## src/lsps_pkg.sv

```systemverilog
// ----------------------------------------------------------------------------
// lsps_pkg
// Shared codes, reset values and types for the light sensor poll sequencer.
// ----------------------------------------------------------------------------
package lsps_pkg;

  // Field widths
  localparam int ACT_W  = 2;
  localparam int OP_W   = 2;
  localparam int ADDR_W = 7;
  localparam int BYTE_W = 8;
  localparam int ST_W   = 3;
  localparam int VAL_W  = 16;
  localparam int TICK_W = 16;
  localparam int CIDX_W = 2;
  localparam int CDAT_W = 16;

  // Action codes
  localparam logic [ACT_W-1:0] ACT_RUN  = 2'd0;
  localparam logic [ACT_W-1:0] ACT_TICK = 2'd1;
  localparam logic [ACT_W-1:0] ACT_INIT = 2'd2;

  // Bus operation codes
  localparam logic [OP_W-1:0] OP_NONE  = 2'd0;
  localparam logic [OP_W-1:0] OP_WRITE = 2'd1;
  localparam logic [OP_W-1:0] OP_READ  = 2'd2;

  // Sequencer state codes
  localparam logic [ST_W-1:0] ST_IDLE = 3'd0;
  localparam logic [ST_W-1:0] ST_LOAD = 3'd1;
  localparam logic [ST_W-1:0] ST_WAIT = 3'd2;
  localparam logic [ST_W-1:0] ST_CONV = 3'd3;
  localparam logic [ST_W-1:0] ST_ERR  = 3'd4;

  // Register indexes
  localparam logic [CIDX_W-1:0] CFG_DEV_ADDR  = 2'd0;
  localparam logic [CIDX_W-1:0] CFG_OP_MODE   = 2'd1;
  localparam logic [CIDX_W-1:0] CFG_MODE_TMO  = 2'd2;
  localparam logic [CIDX_W-1:0] CFG_MEAS_TMO  = 2'd3;

  // Register reset values
  localparam logic [ADDR_W-1:0] RST_DEV_ADDR = 7'd35;
  localparam logic [BYTE_W-1:0] RST_OP_MODE  = 8'd16;
  localparam logic [TICK_W-1:0] RST_MODE_TMO = 16'd180;
  localparam logic [TICK_W-1:0] RST_MEAS_TMO = 16'd120;

  // Modes below this are continuous
  localparam logic [BYTE_W-1:0] CONT_LIMIT = 8'h20;

  // raw*10/12 = (raw*5)/6; /6 done as *ceil(2^20/6) >> 20, exact below 2^19
  localparam int SCALE_SUM_W = 19;
  localparam int RECIP_SHIFT = 20;
  localparam int RECIP_W     = 18;
  localparam logic [RECIP_W-1:0] RECIP_6 = 18'd174763;

  typedef logic [ACT_W-1:0]  action_t;
  typedef logic [OP_W-1:0]   op_t;
  typedef logic [ADDR_W-1:0] addr_t;
  typedef logic [BYTE_W-1:0] byte_t;
  typedef logic [ST_W-1:0]   state_t;
  typedef logic [VAL_W-1:0]  value_t;
  typedef logic [TICK_W-1:0] tick_t;

  typedef struct packed {
    addr_t device_address;
    byte_t operation_mode;
    tick_t mode_set_timeout;
    tick_t measurement_timeout;
  } cfg_t;

  typedef struct packed {
    state_t pending_state;
    state_t entered_state;
    value_t last_value;
    tick_t  ticks_remaining;
  } seq_state_t;

  typedef struct packed {
    action_t action;
    logic    bus_ok;
    value_t  read_data;
  } item_t;

  typedef struct packed {
    op_t    bus_op;
    addr_t  bus_address;
    byte_t  bus_byte;
    state_t state_code;
    value_t lux;
    logic   lux_valid;
    logic   failed;
  } result_t;

endpackage

```

## src/lsps_in_if.sv

```systemverilog
// ----------------------------------------------------------------------------
// lsps_in_if
// Input event channel: valid/ready with action, bus status and read bytes.
// ----------------------------------------------------------------------------
interface lsps_in_if;
  logic               valid;
  logic               ready;
  lsps_pkg::action_t  action;
  logic               bus_ok;
  lsps_pkg::value_t   read_data;

  modport source (output valid, output action, output bus_ok, output read_data,
                  input ready);
  modport sink   (input valid, input action, input bus_ok, input read_data,
                  output ready);
endinterface

```

## src/lsps_out_if.sv

```systemverilog
// ----------------------------------------------------------------------------
// lsps_out_if
// Result channel: valid/ready with bus action, state and lux fields.
// ----------------------------------------------------------------------------
interface lsps_out_if;
  logic              valid;
  logic              ready;
  lsps_pkg::op_t     bus_op;
  lsps_pkg::addr_t   bus_address;
  lsps_pkg::byte_t   bus_byte;
  lsps_pkg::state_t  state_code;
  lsps_pkg::value_t  lux;
  logic              lux_valid;
  logic              failed;

  modport source (output valid, output bus_op, output bus_address, output bus_byte,
                  output state_code, output lux, output lux_valid, output failed,
                  input ready);
  modport sink   (input valid, input bus_op, input bus_address, input bus_byte,
                  input state_code, input lux, input lux_valid, input failed,
                  output ready);
endinterface

```

## src/lsps_cfg_regs.sv

```systemverilog
// ----------------------------------------------------------------------------
// lsps_cfg_regs
// Configuration register file: address, mode byte and the two timeouts.
// ----------------------------------------------------------------------------
module lsps_cfg_regs (
  input  logic                                clk,
  input  logic                                rst,
  input  logic                                cfg_we,
  input  logic [lsps_pkg::CIDX_W-1:0]         cfg_index,
  input  logic [lsps_pkg::CDAT_W-1:0]         cfg_data,
  output lsps_pkg::cfg_t                      cfg
);
  import lsps_pkg::*;

  // register writes, low bits of the data word
  always_ff @(posedge clk) begin
    if (rst) begin
      cfg.device_address      <= RST_DEV_ADDR;
      cfg.operation_mode      <= RST_OP_MODE;
      cfg.mode_set_timeout    <= RST_MODE_TMO;
      cfg.measurement_timeout <= RST_MEAS_TMO;
    end else if (cfg_we) begin
      case (cfg_index)
        CFG_DEV_ADDR: cfg.device_address      <= cfg_data[ADDR_W-1:0];
        CFG_OP_MODE:  cfg.operation_mode      <= cfg_data[BYTE_W-1:0];
        CFG_MODE_TMO: cfg.mode_set_timeout    <= cfg_data[TICK_W-1:0];
        CFG_MEAS_TMO: cfg.measurement_timeout <= cfg_data[TICK_W-1:0];
        default: ;
      endcase
    end
  end

endmodule

```

## src/lsps_step.sv

```systemverilog
// ----------------------------------------------------------------------------
// lsps_step
// Combinational step: applies one event to the sequencer state and forms
// the result fields.
// ----------------------------------------------------------------------------
module lsps_step (
  input  lsps_pkg::cfg_t       cfg,
  input  lsps_pkg::seq_state_t cur,
  input  lsps_pkg::item_t      item,
  output lsps_pkg::seq_state_t nxt,
  output lsps_pkg::result_t    res
);
  import lsps_pkg::*;

  logic                                    entry;
  logic [SCALE_SUM_W-1:0]                  raw_x5;
  logic [SCALE_SUM_W+RECIP_W-1:0]          prod;
  value_t                                  scaled;
  op_t                                     op;
  logic                                    valid;
  logic                                    fail;

  // lux scaling: raw*5, then divide by 6 through the reciprocal
  assign raw_x5 = {1'b0, cur.last_value, 2'b00} + {3'b000, cur.last_value};
  assign prod   = raw_x5 * RECIP_6;
  assign scaled = prod[RECIP_SHIFT+VAL_W-1:RECIP_SHIFT];

  assign entry = (cur.pending_state != cur.entered_state);

  // next state and step flags
  always_comb begin
    nxt   = cur;
    op    = OP_NONE;
    valid = 1'b0;
    fail  = 1'b0;
    case (item.action)
      ACT_TICK: begin
        if (cur.ticks_remaining != '0) nxt.ticks_remaining = cur.ticks_remaining - 1'b1;
      end
      ACT_INIT: begin
        if (item.bus_ok) nxt.pending_state = ST_LOAD;
        else fail = 1'b1;
      end
      ACT_RUN: begin
        case (cur.pending_state)
          ST_LOAD: begin
            if (entry) begin
              if (item.bus_ok) begin
                nxt.entered_state = ST_LOAD;
              end else begin
                nxt.pending_state = ST_ERR;
                fail = 1'b1;
              end
            end else begin
              op = OP_WRITE;
              if (item.bus_ok) begin
                nxt.ticks_remaining = cfg.mode_set_timeout;
                nxt.pending_state   = ST_WAIT;
              end else begin
                nxt.pending_state = ST_ERR;
                fail = 1'b1;
              end
            end
          end
          ST_WAIT: begin
            if (entry) begin
              nxt.entered_state = ST_WAIT;
            end else if (cur.ticks_remaining == '0) begin
              op = OP_READ;
              if (item.bus_ok) begin
                nxt.last_value    = item.read_data;
                nxt.pending_state = ST_CONV;
              end else begin
                nxt.pending_state = ST_ERR;
                fail = 1'b1;
              end
            end
          end
          ST_CONV: begin
            if (entry) begin
              nxt.entered_state = ST_CONV;
            end else begin
              nxt.last_value = scaled;
              valid = 1'b1;
              if (cfg.operation_mode < CONT_LIMIT) begin
                nxt.ticks_remaining = cfg.measurement_timeout;
                nxt.pending_state   = ST_WAIT;
              end else begin
                nxt.pending_state = ST_LOAD;
              end
            end
          end
          default: begin
            // idle, error and unused codes only adopt the state on entry
            if (entry) nxt.entered_state = cur.pending_state;
          end
        endcase
      end
      default: ;
    endcase
  end

  // result fields
  always_comb begin
    res.bus_op      = op;
    res.bus_address = (op != OP_NONE) ? cfg.device_address : '0;
    res.bus_byte    = (op == OP_WRITE) ? cfg.operation_mode : '0;
    res.state_code  = nxt.pending_state;
    res.lux         = nxt.last_value;
    res.lux_valid   = valid;
    res.failed      = fail;
  end

endmodule

```

## src/light_sensor_poll_sequencer.sv

```systemverilog
// ----------------------------------------------------------------------------
// light_sensor_poll_sequencer
// Polls an ambient light sensor over a two-wire bus, one event per transfer.
// ----------------------------------------------------------------------------
//  channel   dir   handshake      payload
//  in_ch     in    valid/ready    action, bus_ok, read_data
//  out_ch    out   valid/ready    bus_op, bus_address, bus_byte, state_code,
//                                 lux, lux_valid, failed
//  cfg       in    cfg_we only    cfg_index, cfg_data
//
//  Each event lands in the input register at its transfer; the step logic
//  loads the result register when that register is empty or being taken, and
//  the result is offered on out_ch from the result register.
//  One event per cycle sustained while out_ch.ready holds.
//  Sequencer state updates when an event moves into the result register.
//  A stalled result holds the input register; in_ch.ready drops only then.
//  Synchronous reset restores state and configuration, clears both valid flags.
// ----------------------------------------------------------------------------
module light_sensor_poll_sequencer (
  input  logic                          clk,
  input  logic                          rst,
  lsps_in_if.sink                       in_ch,
  lsps_out_if.source                    out_ch,
  input  logic                          cfg_we,
  input  logic [lsps_pkg::CIDX_W-1:0]   cfg_index,
  input  logic [lsps_pkg::CDAT_W-1:0]   cfg_data
);
  import lsps_pkg::*;

  cfg_t       cfg;
  seq_state_t st;
  seq_state_t st_next;
  item_t      item;
  logic       item_valid;
  result_t    res_next;
  result_t    res;
  logic       res_valid;
  logic       advance;

  lsps_cfg_regs u_cfg (
    .clk       (clk),
    .rst       (rst),
    .cfg_we    (cfg_we),
    .cfg_index (cfg_index),
    .cfg_data  (cfg_data),
    .cfg       (cfg)
  );

  lsps_step u_step (
    .cfg  (cfg),
    .cur  (st),
    .item (item),
    .nxt  (st_next),
    .res  (res_next)
  );

  // pipeline control
  assign advance     = item_valid && (!res_valid || out_ch.ready);
  assign in_ch.ready = !item_valid || advance;

  // input register
  always_ff @(posedge clk) begin
    if (rst) begin
      item_valid <= 1'b0;
    end else if (in_ch.ready) begin
      item_valid <= in_ch.valid;
    end
  end

  always_ff @(posedge clk) begin
    if (in_ch.valid && in_ch.ready) begin
      item.action    <= in_ch.action;
      item.bus_ok    <= in_ch.bus_ok;
      item.read_data <= in_ch.read_data;
    end
  end

  // sequencer state
  always_ff @(posedge clk) begin
    if (rst) begin
      st.pending_state   <= ST_IDLE;
      st.entered_state   <= ST_IDLE;
      st.last_value      <= '0;
      st.ticks_remaining <= RST_MODE_TMO;
    end else if (advance) begin
      st <= st_next;
    end
  end

  // result register
  always_ff @(posedge clk) begin
    if (rst) begin
      res_valid <= 1'b0;
    end else if (advance) begin
      res_valid <= 1'b1;
    end else if (out_ch.ready) begin
      res_valid <= 1'b0;
    end
  end

  always_ff @(posedge clk) begin
    if (advance) begin
      res <= res_next;
    end
  end

  assign out_ch.valid       = res_valid;
  assign out_ch.bus_op      = res.bus_op;
  assign out_ch.bus_address = res.bus_address;
  assign out_ch.bus_byte    = res.bus_byte;
  assign out_ch.state_code  = res.state_code;
  assign out_ch.lux         = res.lux;
  assign out_ch.lux_valid   = res.lux_valid;
  assign out_ch.failed      = res.failed;

endmodule

```

## src/flat_wrapper.sv

```systemverilog
// flat-port wrapper written by rule: the top's interface ports become plain ports
module light_sensor_poll_sequencer_flat import lsps_pkg::*;
  (clk, rst, cfg_we, cfg_index, cfg_data, in_ch_valid, in_ch_action, in_ch_bus_ok, in_ch_read_data, in_ch_ready, out_ch_valid, out_ch_bus_op, out_ch_bus_address, out_ch_bus_byte, out_ch_state_code, out_ch_lux, out_ch_lux_valid, out_ch_failed, out_ch_ready);
  lsps_in_if in_ch_i ();
  lsps_out_if out_ch_i ();
  input  logic clk;
  input  logic rst;
  input  logic cfg_we;
  input  logic [lsps_pkg::CIDX_W-1:0] cfg_index;
  input  logic [lsps_pkg::CDAT_W-1:0] cfg_data;
  input wire logic [$bits(in_ch_i.valid)-1:0] in_ch_valid;
  input wire logic [$bits(in_ch_i.action)-1:0] in_ch_action;
  input wire logic [$bits(in_ch_i.bus_ok)-1:0] in_ch_bus_ok;
  input wire logic [$bits(in_ch_i.read_data)-1:0] in_ch_read_data;
  output wire logic [$bits(in_ch_i.ready)-1:0] in_ch_ready;
  output wire logic [$bits(out_ch_i.valid)-1:0] out_ch_valid;
  output wire logic [$bits(out_ch_i.bus_op)-1:0] out_ch_bus_op;
  output wire logic [$bits(out_ch_i.bus_address)-1:0] out_ch_bus_address;
  output wire logic [$bits(out_ch_i.bus_byte)-1:0] out_ch_bus_byte;
  output wire logic [$bits(out_ch_i.state_code)-1:0] out_ch_state_code;
  output wire logic [$bits(out_ch_i.lux)-1:0] out_ch_lux;
  output wire logic [$bits(out_ch_i.lux_valid)-1:0] out_ch_lux_valid;
  output wire logic [$bits(out_ch_i.failed)-1:0] out_ch_failed;
  input wire logic [$bits(out_ch_i.ready)-1:0] out_ch_ready;
  assign in_ch_i.valid = in_ch_valid;
  assign in_ch_i.action = in_ch_action;
  assign in_ch_i.bus_ok = in_ch_bus_ok;
  assign in_ch_i.read_data = in_ch_read_data;
  assign in_ch_ready = in_ch_i.ready;
  assign out_ch_valid = out_ch_i.valid;
  assign out_ch_bus_op = out_ch_i.bus_op;
  assign out_ch_bus_address = out_ch_i.bus_address;
  assign out_ch_bus_byte = out_ch_i.bus_byte;
  assign out_ch_state_code = out_ch_i.state_code;
  assign out_ch_lux = out_ch_i.lux;
  assign out_ch_lux_valid = out_ch_i.lux_valid;
  assign out_ch_failed = out_ch_i.failed;
  assign out_ch_i.ready = out_ch_ready;
  light_sensor_poll_sequencer u_core (.clk(clk), .rst(rst), .in_ch(in_ch_i), .out_ch(out_ch_i), .cfg_we(cfg_we), .cfg_index(cfg_index), .cfg_data(cfg_data));
endmodule
```

## config.mk

```make
export PLATFORM = sky130hd
export DESIGN_NAME = light_sensor_poll_sequencer_flat
export DESIGN_NICKNAME = d
export VERILOG_FILES = /design/src/lsps_pkg.sv /design/src/lsps_in_if.sv /design/src/lsps_out_if.sv /design/src/lsps_cfg_regs.sv /design/src/lsps_step.sv /design/src/light_sensor_poll_sequencer.sv /design/src/flat_wrapper.sv
export SDC_FILE = /design/constraint.sdc
export NUM_CORES = 1
export LEC_CHECK = 0
export ABC_AREA = 1
export BUFFER_PORTS_ARGS = -buffer_cell sky130_fd_sc_hd__clkbuf_2
export CAP_MARGIN = 15
export CORE_AREA = 2 2 147 257
export CTS_CLUSTER_SIZE = 14
export DETAILED_ROUTE_END_ITERATION = 10
export DIE_AREA = 0 0 149 259
export GPL_TIMING_DRIVEN = 0
export PLACE_DENSITY_LB_ADDON = 0.3
export SLEW_MARGIN = 40
export SYNTH_ARGS = -nofsm -noshare
export SYNTH_HDL_FRONTEND = slang
export SYNTH_SLANG_ARGS = --single-unit
```

## constraint.sdc

```tcl
create_clock -name clk -period 19 [get_ports clk]
set_input_delay 2.85 -clock clk [delete_from_list [all_inputs] [get_ports clk]]
set_output_delay 2.85 -clock clk [all_outputs]
set_load 0.02 [all_outputs]
```

==> results.toml <==
[sta]
report.final.hold_viol_count = 0
worst_pin_slew_ps = 928
postLayoutSetupSlackWorst_ps = 10630
fin_setup_tns_ps = 0
worst_slew_margin_rel = 0.377
period_minus_slack_ps = 8370
timing.final.crit_share = 0.441
worst_hold_slack_across_all_endpoints_ps = 454
setup_viol = 0
slew_violations = 0
achievable-frequency_mhz = 119
fin_skew_ps = 13.6
setup_repair_after_global_routing_missed_its_margin = "false"

[critical_path]
crit_fanout = 10
critPathArrivalTime_ps = 8560
max_stage_delay_ps = 670
worstSetupPathType = "reg2reg"
cp.required_ps = 19190
crit_path_frequent_cell = "sky130_fd_sc_hd__inv_1"
crit_path_top_delay_cell = "sky130_fd_sc_hd__dfxtp_1"
cp-start-kind = "register"
worst_setup_path_end_kind = "register"

[placed_design]
place_area_sq_um = 15500
hpwl_um = 38100
io_buffers = 80
globalplace.congestion = 0.962
post-place-ws_ps = 10580

[synth]
fraction_of_registers_with_async_set_or_reset_after_synthesis = 0
synth-adder-area-share = 0.304
synth_sequential_area_ratio = 0.239
ys_dominant_reg_cell = "sky130_fd_sc_hd__dfxtp_1"
total_of_flip_flops_plus_latches_after_synthesis = 144
post_synth.cell_area_avg_sq_um = 7.37
synth_top_family_by_area = "adder cells"
post_synth_num_cell_types = 48
number_of_instances_in_the_synthesized_netlist = 1959
post-synth-top-area-fraction = 0.158
synth_area_sq_um = 14400
synth_top_cells_by_area = "sky130_fd_sc_hd__fa_1, sky130_fd_sc_hd__ha_1, sky130_fd_sc_hd__inv_1"
simple_gate_area_share_of_the_yosys_netlist = 0.202
synth-warning-count = 0
synth-edff-count = 57
synthesis.nets = 2283
synth_xor_area_frac = 0.0182
synth_area_leader_cell = "sky130_fd_sc_hd__fa_1"
synth.area.mux_share = 0
synth_compound_gate_area_share = 0.0923

[global_routing]
global_route_wire_length_before_repair_um = 69000
gr-usage-all-layers = 0.236
antenna_violations_before_repair = 0
pin_count_of_the_biggest_net_entering_global_routing = 30
globalRoute.totalOverflow = 0
first_global_vias = 12884

[die]
fp.coreArea_sq_um = 36500
fp-row-count = 93
chipWidth_um = 149
start_util = 0.395
num_io_pins = 82
dieArea_sq_um = 38600
die_h_um = 259

[finish]
n_antenna_cell = 0
design.final.nets = 2383
drive_above_1_share = 0.0695
syn_to_final_growth_pct = 11.3
postLayoutCellArea_sq_um = 16100
fillerInstances = 3839

[run]
maxCapViolCount = 0

[clock_network]
post_cts.resized_instances = 0
cts_made_buffers = 17
holdBufCountCts = 0
clk-insertion-delay-late_ps = 440
post_cts_buffers = 0
clockRootBuffer = "sky130_fd_sc_hd__clkbuf_16"
cts_sinks = 144
clock_tree.buffer_depth = 2
cts_tree = "built"
clkTransAtPathRegs_ps = 70
ctsHtreeMaxLevel = 4

[route]
drt.antenna.violating_nets = 0
routed_wirelength_um = 44300
drcViolationCount = 0
dr.pass1.iters = 5
detailed_router_s_first_iteration_violation_count = 517
via_count = 12523
route.detailed.vias_per_inst = 4.92
detail_route.wl_per_cell_um = 17.4

[worst_hold_path]
hp-class = "reg2reg"

[status]
outcome = "finished, final reports clean"
worst paths after layout:
path         slack [ps]                 start                    end  cells past startpoint
max               10630         u_core.st[16]  u_core.out_ch.lux[12]                     36
min                 450  u_core.u_cfg.cfg[24]   u_core.u_cfg.cfg[24]                      2
max reg2reg       10630         u_core.st[16]  u_core.out_ch.lux[12]                     36
min reg2reg         450  u_core.u_cfg.cfg[24]   u_core.u_cfg.cfg[24]                      2
logic make-up (layout without fill, tap and decap cells):
logic type | after synthesis | in the layout
fa+ha+maj | 282 | 282
compound gates | 249 | 249
flops | 144 | 144
xor+xnor | 30 | 30
buf+inv | 548 | 661
simple gates | 706 | 706
state kept, by name, summed over array words and instances, names as in the netlist:
signal and count:
u_core.item 19, u_core.item_valid 1, u_core.out_ch.bus_address 7, u_core.out_ch.bus_byte 8
u_core.out_ch.bus_op 2, u_core.out_ch.failed 1, u_core.out_ch.lux 16, u_core.out_ch.lux_valid 1
u_core.out_ch.state_code 3, u_core.out_ch.valid 1, u_core.st 38, u_core.u_cfg.cfg 47
worst max-delay path, delay by kind of cell (launching register included):
kind	cells	cell delay, ps
adder cells (fa/ha/maj)	8	3520
AND/OR/NAND/NOR	13	1510
AO/OA/AOI/OAI	4	930
buffers and inverters	10	810
flip-flops	1	670
XOR/XNOR	1	650
routing by layer:
metal	part of all wire	track usage
met5	0	0
met4	0.080	0.162
met3	0.021	0.0211
met2	0.57	0.476
met1	0.33	0.214
Yosys cell counts (2+ instances only):
cell                         n
sky130_fd_sc_hd__a211oi_1    3
sky130_fd_sc_hd__a21o_1      2
sky130_fd_sc_hd__a21oi_1   122
sky130_fd_sc_hd__a31oi_1     4
sky130_fd_sc_hd__and3_1      3
sky130_fd_sc_hd__buf_1       3
sky130_fd_sc_hd__buf_2       4
sky130_fd_sc_hd__buf_6       2
sky130_fd_sc_hd__clkbuf_1   29
sky130_fd_sc_hd__dfxtp_1    87
sky130_fd_sc_hd__edfxtp_1   57
sky130_fd_sc_hd__fa_1      114
sky130_fd_sc_hd__ha_1      168
sky130_fd_sc_hd__inv_1     503
sky130_fd_sc_hd__inv_2       2
sky130_fd_sc_hd__nand2_1   422
sky130_fd_sc_hd__nand3_1   107
sky130_fd_sc_hd__nand3b_1    4
sky130_fd_sc_hd__nand4_1     8
sky130_fd_sc_hd__nor2_1    134
sky130_fd_sc_hd__nor2_2      2
sky130_fd_sc_hd__nor3_1     16
sky130_fd_sc_hd__o211ai_1    7
sky130_fd_sc_hd__o21a_1      2
sky130_fd_sc_hd__o21ai_0    90
sky130_fd_sc_hd__o21bai_1    6
sky130_fd_sc_hd__o22ai_1     5
sky130_fd_sc_hd__o31ai_1     2
sky130_fd_sc_hd__or2_2       4
sky130_fd_sc_hd__xnor2_1     9
sky130_fd_sc_hd__xor2_1     21
area by class of cell:
type / instances / area (sq um) / area share
inverter: 507 / 1910 / 0.119
sequential: 144 / 3450 / 0.215
tap: 475 / 594 / 0.0370
clock buffer: 17 / 425 / 0.0265
multi-input combinational: 1267 / 8930 / 0.556
buffer: 41 / 186 / 0.0116
clock inverter: 15 / 151 / 0.00942
timing repair buffer: 81 / 420 / 0.0262
placed cells by master (no fill, tap or decap), types with 4 or more instances in the layout:
cell                        count
sky130_fd_sc_hd__nand3b_1       4
sky130_fd_sc_hd__fa_1         114
sky130_fd_sc_hd__clkbuf_2      81
sky130_fd_sc_hd__nor3_1        14
sky130_fd_sc_hd__clkbuf_16     17
sky130_fd_sc_hd__xnor2_1        7
sky130_fd_sc_hd__ha_1         168
sky130_fd_sc_hd__a31oi_1        4
sky130_fd_sc_hd__o211ai_1       7
sky130_fd_sc_hd__edfxtp_1      57
sky130_fd_sc_hd__or2_2          4
sky130_fd_sc_hd__nand2_1      422
sky130_fd_sc_hd__nand3_1      107
sky130_fd_sc_hd__o22ai_1        5
sky130_fd_sc_hd__a21oi_1      122
sky130_fd_sc_hd__inv_1        503
sky130_fd_sc_hd__xor2_1        19
sky130_fd_sc_hd__buf_2          4
sky130_fd_sc_hd__inv_8          4
sky130_fd_sc_hd__nand4_1        8
sky130_fd_sc_hd__dfxtp_1       87
sky130_fd_sc_hd__clkbuf_1      28
sky130_fd_sc_hd__nor2_1       134
sky130_fd_sc_hd__clkinv_4       4
sky130_fd_sc_hd__o21bai_1       6
sky130_fd_sc_hd__o21ai_0       90
stage by stage:
| stage | cells | utilization |
|---|---|---|
| after floorplan | 1959 | - |
| after global placement | 2514 | 0.422 |
| after detailed placement | 2515 | 0.424 |
| after CTS | 2547 | 0.440 |
| after global routing | 2547 | 0.440 |
| final | 2547 | 0.440 |
Power is not shown: default switching activity piles up to over one toggle a cycle in this logic, so the estimate is an artifact.
